[config.mk]
export PLATFORM = sky130hd
export DESIGN_NAME = lrcp_queue
export DESIGN_NICKNAME = d
export VERILOG_FILES = /design/src/rtl/lrcp_pkg.sv /design/src/rtl/lrcp_queue.sv
export SDC_FILE = /design/constraint.sdc
export NUM_CORES = 2
export LEC_CHECK = 0
export ABC_CLOCK_PERIOD_IN_PS = 69100
export BUFFER_PORTS_ARGS = -buffer_cell sky130_fd_sc_hd__buf_2
export CORE_AREA = 3 3 703 705
export CTS_CLUSTER_DIAMETER = 60
export DETAILED_ROUTE_END_ITERATION = 8
export DIE_AREA = 0 0 706 708
export GPL_TIMING_DRIVEN = 0
export PLACE_DENSITY = 0.51
export SETUP_SLACK_MARGIN = 0.1
export SLEW_MARGIN = 20
export SYNTH_ARGS = -nofsm -noshare
export SYNTH_HDL_FRONTEND = slang
export SYNTH_SLANG_ARGS = --single-unit
[constraint.sdc]
create_clock -name clk_i -period 69.1 [get_ports clk_i]
set_input_delay 6.91 -clock clk_i [delete_from_list [all_inputs] [get_ports clk_i]]
set_output_delay 6.91 -clock clk_i [all_outputs]
set_load 0.05 [all_outputs]
[src/rtl/lrcp_pkg.sv]
// Shared types, widths and register indexes for the line/rectangle clip block.
`default_nettype none

package lrcp_pkg;

  // Field and datapath widths.
  localparam int unsigned CoordW   = 32;
  localparam int unsigned EpsW     = 17;
  localparam int unsigned CfgIdxW  = 3;
  localparam int unsigned NumMagW  = 65;
  localparam int unsigned DenMagW  = 64;
  localparam int unsigned DltMagW  = 33;
  localparam int unsigned NumerW   = 99;
  localparam int unsigned DivW     = 65;
  localparam int unsigned QuoW     = 41;
  localparam int unsigned SumW     = 42;

  // Registers in one edge unit from input to result.
  localparam int unsigned EdgeLatency = QuoW + 4;

  // Default depth of the queue between front and back.
  localparam int unsigned QueueDepthDef = 4;

  // Configuration register indexes.
  typedef logic [CfgIdxW-1:0] cfg_idx_t;
  localparam cfg_idx_t CfgRectXLow  = 3'd0;
  localparam cfg_idx_t CfgRectXHigh = 3'd1;
  localparam cfg_idx_t CfgRectYLow  = 3'd2;
  localparam cfg_idx_t CfgRectYHigh = 3'd3;
  localparam cfg_idx_t CfgDenEps    = 3'd4;

  // Rectangle and epsilon settings as seen by the datapath.
  typedef struct packed {
    logic signed [CoordW-1:0] x_low;
    logic signed [CoordW-1:0] x_high;
    logic signed [CoordW-1:0] y_low;
    logic signed [CoordW-1:0] y_high;
    logic [EpsW-1:0]          eps;
  } rect_cfg_t;

  // One classified edge, ready for interpolation.
  typedef struct packed {
    logic                     hit;
    logic                     neg;
    logic [NumMagW-1:0]       num_mag;
    logic [DenMagW-1:0]       den_mag;
    logic [DltMagW-1:0]       dlt_mag;
    logic signed [CoordW-1:0] base;
    logic signed [CoordW-1:0] fix_c;
  } edge_t;

  // One queued line: bottom, right, top, left.
  typedef edge_t [3:0] entry_t;

endpackage

`default_nettype wire

[src/rtl/lrcp_queue.sv]
// Short queue of classified lines between the front and the back part.
`default_nettype none

module lrcp_queue import lrcp_pkg::*; #(
  parameter int unsigned Depth = QueueDepthDef
) (
  input  wire logic   clk_i,
  input  wire logic   rst_ni,
  input  wire logic   push_i,
  input  wire entry_t data_i,
  output logic        full_o,
  input  wire logic   pop_i,
  output logic        empty_o,
  output entry_t      data_o
);

  localparam int unsigned PtrW = $clog2(Depth);
  localparam int unsigned CntW = $clog2(Depth + 1);

  entry_t mem_q [Depth];
  logic [PtrW-1:0] wr_ptr_q, rd_ptr_q;
  logic [CntW-1:0] count_q;

  assign full_o  = (count_q == CntW'(Depth));
  assign empty_o = (count_q == '0);
  assign data_o  = mem_q[rd_ptr_q];

  // Pointers and fill count.
  always_ff @(posedge clk_i or negedge rst_ni) begin
    if (!rst_ni) begin
      wr_ptr_q <= '0;
      rd_ptr_q <= '0;
      count_q  <= '0;
    end else begin
      if (push_i) begin
        wr_ptr_q <= (wr_ptr_q == PtrW'(Depth - 1)) ? '0 : wr_ptr_q + 1'b1;
      end
      if (pop_i) begin
        rd_ptr_q <= (rd_ptr_q == PtrW'(Depth - 1)) ? '0 : rd_ptr_q + 1'b1;
      end
      if (push_i && !pop_i) begin
        count_q <= count_q + 1'b1;
      end else if (pop_i && !push_i) begin
        count_q <= count_q - 1'b1;
      end
    end
  end

  // Entry storage.
  always_ff @(posedge clk_i) begin
    if (push_i) begin
      mem_q[wr_ptr_q] <= data_i;
    end
  end

  assert property (@(posedge clk_i) disable iff (!rst_ni) count_q <= CntW'(Depth))
    else $error("Queue fill count exceeds its depth.");

  assert property (@(posedge clk_i) disable iff (!rst_ni)
                   (push_i && !pop_i) |=> (count_q == $past(count_q) + 1'b1))
    else $error("Queue fill count did not follow a lone push.");

endmodule

`default_nettype wire

**Yosys cells after proc, flatten, opt, wreduce, memory -nomap -nowiden**

Memories as Yosys holds them, arrays and structs flattened.
Index checks and enable logic that the tools add are counted.

- Bits in latches: 0
- Bits of input ports: 916
- Memory bits (read-only): 0
- RAM bits: 3648
- Logic and storage cells: 23
- Register bits after elaboration: 7
- Memories kept: 1
- Output and inout bits: 914

- Mux-type cells: 6
- Bitwise logic cells: 0
- Order comparisons: 0
- Shift-type cells: 0
- Add/sub/neg operators: 4
- Div/mod/pow operators: 0
- Reduce and logical (&&, ||, !) cells: 6
- Multipliers: 0
- Equal/unequal tests: 3

Memory list:

| memory | depth | width | rd ports | clocked after memory_dff | wr ports | line | text |
|---|---|---|---|---|---|---|---|
| mem_q | 4 | 912 | 1 | 0 | 1 | lrcp_queue.sv:20 | `entry_t mem_q [Depth];` |

Operators by type and width:

| operator | number |
|---|---|
| 3-bit 2-to-1 mux | 2 |
| 2-bit by 1-bit adder with 2-bit output (second input constant) | 2 |
| 2-bit equality test (second input constant) | 2 |
| 2-bit 2-to-1 mux | 2 |
| 3-bit by 1-bit adder with 3-bit output (second input constant) | 1 |
| 3-bit equality test (second input constant) | 1 |
| 3-bit zero test | 1 |
| 3-bit by 1-bit subtractor with 3-bit output (second input constant) | 1 |
| 1-bit logical AND | 2 |
| 1-bit zero test | 2 |
| 1-bit 2-to-1 mux | 2 |
| 2-bit nonzero test | 1 |

**Logic depth before layout (Yosys ltp)**

- Word-level depth: 4
- Gate-level depth with buffers: 7

**Least setup slack after synthesis**

No wires, ideal clock.

- Kind: input to register
- Start: in push_i
- End: mem mem_q[0][0] (netlist name), enable pin
- Stages: 1
- Setup time: 1.399 ns
- Required time: 67.701 ns
- Data arrival time: 27.317 ns
- Slack: 40.385 ns
- Cell sequence: and2_1

- Word-level cells in the longest chain between the ends: 2

Ends and longest elaborated chain:

| what | line | text |
|---|---|---|
| from (decl) | lrcp_queue.sv:9 | `input wire logic push_i,` |
| 1-bit 2-to-1 mux | lrcp_queue.sv:51 | `if (push_i) begin` |
| 1-bit 2-to-1 mux (implied by the code) | lrcp_queue.sv:52 | `mem_q[wr_ptr_q] <= data_i;` |
| to (decl) | lrcp_queue.sv:20 |  |

Every way passes these cells.

==> Flow_metrics.wiki <==
{| class="wikitable"
! Metric !! Value
|-
| Adder and majority gate portion of the synthesized area || 0.0721%
|-
| Path class of the lowest-slack min-delay path || reg2reg
|-
| Row cnt || 257
|-
| Synth Flop Type || sky130_fd_sc_hd__edfxtp_1
|-
| Number of buffer cells added on primary ports || 1829
|-
| Synth Net Count || 5724
|-
| Number of global-route vias before repair || 66242
|-
| Worst flop-to-flop path startpoint || wr_ptr_q[0]
|-
| Final antenna-violating net count || 0
|-
| Effective utilization at floorplan || 27.0%
|-
| Vias after detailed routing || 64748
|-
| Num CTS Buffers || 399
|-
| Psw || 3.55 mW
|-
| Detail Placement HPWL || 353000 um
|-
| Synth Area in Compound Gates || 0.00759%
|-
| Core area || 489000 um2
|-
| Ys async rst share || 0.192%
|-
| Per-cell via count in the routed design || 4.61
|-
| Root buf cell || sky130_fd_sc_hd__clkbuf_16
|-
| Sink Count || 3655
|-
| Met3 usage || 6.90%
|-
| Layout Nets || 8054
|-
| P_leak || 54.7 nW
|-
| Total area of sequential cells || 110000 um2
|-
| Count of routing violations after the opening detailed-route iteration || 6369
|-
| Part of the total power dissipated in the clock network || 24.4%
|-
| Layer carrying the most global-route usage || met2
|-
| Worst clock skew || 80.5 ps
|-
| Arrival time at the worst endpoint || 4360 ps
|-
| Gates resized, CTS repair || 0
|-
| Simple-gate share of the synthesized area || 0.0427%
|-
| Die Footprint || 500000 um2
|-
| Worst Path Required || 62190 ps
|-
| Clock Pin Slew Worst Setup and Hold Paths || 60 ps
|-
| Dominant combinational cell family by area after synthesis || multiplexers
|-
| Hold Crit Depth || 1
|-
| Run status || finished clean
|-
| Filler cell count || 45875
|-
| Cell internal power dissipation || 4.91 mW
|-
| Cell depth of the worst flop-to-flop path || 12
|-
| Combinational cell fraction of total power || 41.4%
|-
| Flop-to-flop setup slack || 64780 ps
|-
| Count of non-filler cells in the finished layout || 14055
|-
| CTS tree || built
|-
| Number of storage elements in the synthesis netlist || 3655
|-
| Setup Total Neg Slack || 0 ps
|-
| Routed WL || 458000 um
|-
| Post-synthesis cell area || 132000 um2
|-
| Largest net degree at the start of global routing || 46
|-
| End point of the most critical hold path || count_q[2]
|-
| Proportion of synthesized chip area in sequential cells || 83.2%
|-
| Residual DRC count || 0
|-
| # Post-CTS Setup Buffers || 0
|-
| Max Slew Vio Count || 0
|-
| Min cycle time layout || 11270 ps
|-
| Xor/xnor share of the synthesized area || 0.0199%
|-
| Cell count after synthesis || 4801
|-
| RePlAce Congestion || 0.835
|-
| Multiplexer share of the synthesized area || 15.6%
|-
| Area of the multi-input gates || 20800 um2
|-
| Final period util || 16.3%
|-
| Global Route met1 Usage || 20.7%
|-
| Setup Crit Path Kind || reg2out
|-
| Number of placed cells counting well taps || 13205
|-
| Pre-antenna DRT Iters || 5
|-
| Synth unique cells || 20
|-
| Yosys warns || 0
|-
| Largest vdd supply drop || 0.0000370 V
|-
| Later-pin clock latency in the skew report || 950 ps
|-
| Area growth from synthesis to final layout || 24.9%
|-
| Final hold viol count || 0
|-
| Die Span X || 706 um
|-
| Capturing point of the worst reg2reg path || mem_q[0][476]
|-
| Fmax || 88.7 MHz
|-
| Share of cells above drive strength 1 || 47.7%
|-
| RSZ-0062 raised after global routing || false
|-
| Share of total power in sequential cells || 34.2%
|-
| Launch instance of the worst min-delay path || count_q[2]
|-
| Average cell area after synthesis || 27.5 um2
|-
| Die Y-Extent || 708 um
|-
| Critical path launch point type || register
|-
| Largest buffer count on any clock path || 4
|-
| Net Sw Frac || 41.9%
|-
| Hold buffer count at cts || 0
|-
| Aggregate global routing overflow || 0
|-
| Max-cap violations || 0
|-
| Actual transition at the worst max-transition pin || 1080 ps
|-
| Met2 track utilization from global routing || 29.8%
|-
| Final setup viols || 0
|-
| Cell Pwr Density || 51.4 nW/um2
|-
| H-tree depth || 5
|-
| Antenna violations before repair || 411
|-
| Wire length per cell || 32.6 um
|-
| Number of synthesized flops with an enable pin || 3648
|-
| Relative slew slack || 28.1%
|-
| I/O pin cnt || 1830
|-
| Maximum net fanout on the critical path || 14
|-
| Crit. End Element || output port
|-
| First-pass GRT wire length || 606000 um
|-
| All-layer global routing usage || 17.8%
|}
cell type report:
type                            instances  area share (%)
Clock buffer                          499            6.37
Buffer                                204           0.808
Inverter                                4         0.00912
Timing Repair Buffer                 1929            7.14
Antenna cell                          119           0.181
Multi-Input combinational cell        938            12.6
Tap cell                             6475            4.92
Sequential cell                      3655            66.6
Clock inverter                        232            1.35
power groups by stage:
stage               Sequential, mW  Combinational (mW)  Clock [mW]
detailed placement            2.94                3.59           0
finish                        2.90                3.50        2.06
CTS                           2.90                3.60        2.11
global placement              3.72                3.50           0
floorplan                     3.33                2.28           0
global route                  2.92                3.64        2.21
logic make-up (layout without fill, tap and decap cells):
| family | count (synthesis) | after routing |
|---|---|---|
| adder cells (fa/ha/maj) | 7 | 7 |
| other | 0 | 119 |
| buffers and inverters | 208 | 2868 |
| AND/OR/NAND/NOR | 11 | 11 |
| flip-flops | 3655 | 3655 |
| multiplexers | 915 | 915 |
| XOR/XNOR | 3 | 3 |
| AO/OA/AOI/OAI | 2 | 2 |
metal layers:
layer,wire (um),share of wire [%],vias up
li1,-,-,25994
met1,166000,36,34453
met2,223000,49,3043
met3,47300,10,1130
met4,20400,4.4,128
met5,797,0.17,-
registers in the layout, indices dropped and copies added, names as in the netlist:
| register | cells |
|---|---|
| rd_ptr_q | 2 |
| count_q | 3 |
| mem_q | 3648 |
| wr_ptr_q | 2 |
cell usage in the layout (no fill, tap or decap), types with 25 or more instances in the layout:
master / netlist / final
sky130_fd_sc_hd__buf_1: 27 / 26
sky130_fd_sc_hd__buf_6: 52 / 52
sky130_fd_sc_hd__mux4_2: 912 / 912
sky130_fd_sc_hd__buf_2: 103 / 1933
sky130_fd_sc_hd__clkinv_1: 0 / 98
sky130_fd_sc_hd__diode_2: 0 / 119
sky130_fd_sc_hd__clkbuf_16: 0 / 403
sky130_fd_sc_hd__edfxtp_1: 3648 / 3648
sky130_fd_sc_hd__buf_16: 0 / 80
sky130_fd_sc_hd__bufinv_16: 0 / 25
sky130_fd_sc_hd__clkinv_2: 0 / 51
sky130_fd_sc_hd__clkbuf_1: 11 / 100
how the worst max path moves through the flow:
stage	from	endpoint	slack, ps	depth (start not counted)
floorplan	push_i	mem_q[0][0]	40380	1
global placement	push_i	mem_q[3][483]	19920	2
detailed placement	rd_ptr_q[1]	data_o[662]	58260	6
CTS	rd_ptr_q[1]	data_o[662]	57190	6
global route	rd_ptr_q[1]	data_o[524]	57570	6
finish	rd_ptr_q[1]	data_o[786]	57830	6
synth_stat cells, types with 2 or more instances:
cell type | n | area, um2
sky130_fd_sc_hd__mux2_2 | 3 | 33.8
sky130_fd_sc_hd__edfxtp_1 | 3648 | 110000
sky130_fd_sc_hd__inv_1 | 4 | 15.0
sky130_fd_sc_hd__buf_1 | 27 | 101
sky130_fd_sc_hd__nand2_1 | 2 | 7.51
sky130_fd_sc_hd__nor2_1 | 3 | 11.3
sky130_fd_sc_hd__ha_1 | 6 | 75.1
sky130_fd_sc_hd__o21ai_0 | 2 | 10.0
sky130_fd_sc_hd__buf_2 | 103 | 515
sky130_fd_sc_hd__buf_4 | 11 | 82.6
sky130_fd_sc_hd__and2_1 | 4 | 25.0
sky130_fd_sc_hd__dfrtp_1 | 7 | 175
sky130_fd_sc_hd__xor2_1 | 2 | 17.5
sky130_fd_sc_hd__clkbuf_1 | 11 | 41.3
sky130_fd_sc_hd__mux4_2 | 912 | 20500
sky130_fd_sc_hd__buf_6 | 52 | 586
worst max-delay path, stage by stage (launching register included):
cell and delay (ps):
sky130_fd_sc_hd__dfrtp_1 360, sky130_fd_sc_hd__clkbuf_2 470, sky130_fd_sc_hd__buf_4 610, sky130_fd_sc_hd__clkbuf_1 670, sky130_fd_sc_hd__buf_2 490, sky130_fd_sc_hd__mux4_2 490
sky130_fd_sc_hd__buf_2 270
per-stage QoR:
step	hold slack [ps]	util, %	worst slack, ps	power (mW)	cell area, um2
3_5_place_dp	494	31.0	58260	6.53	152000
4_1_cts	506	33.6	57190	8.61	164000
6_report	510	33.7	57830	8.46	165000
3_3_place_gp	479	30.5	19920	7.22	149000
2_1_floorplan	456	-	40380	5.61	132000
5_1_grt	526	33.6	57570	8.77	165000
(Power assumes the default switching activity.)
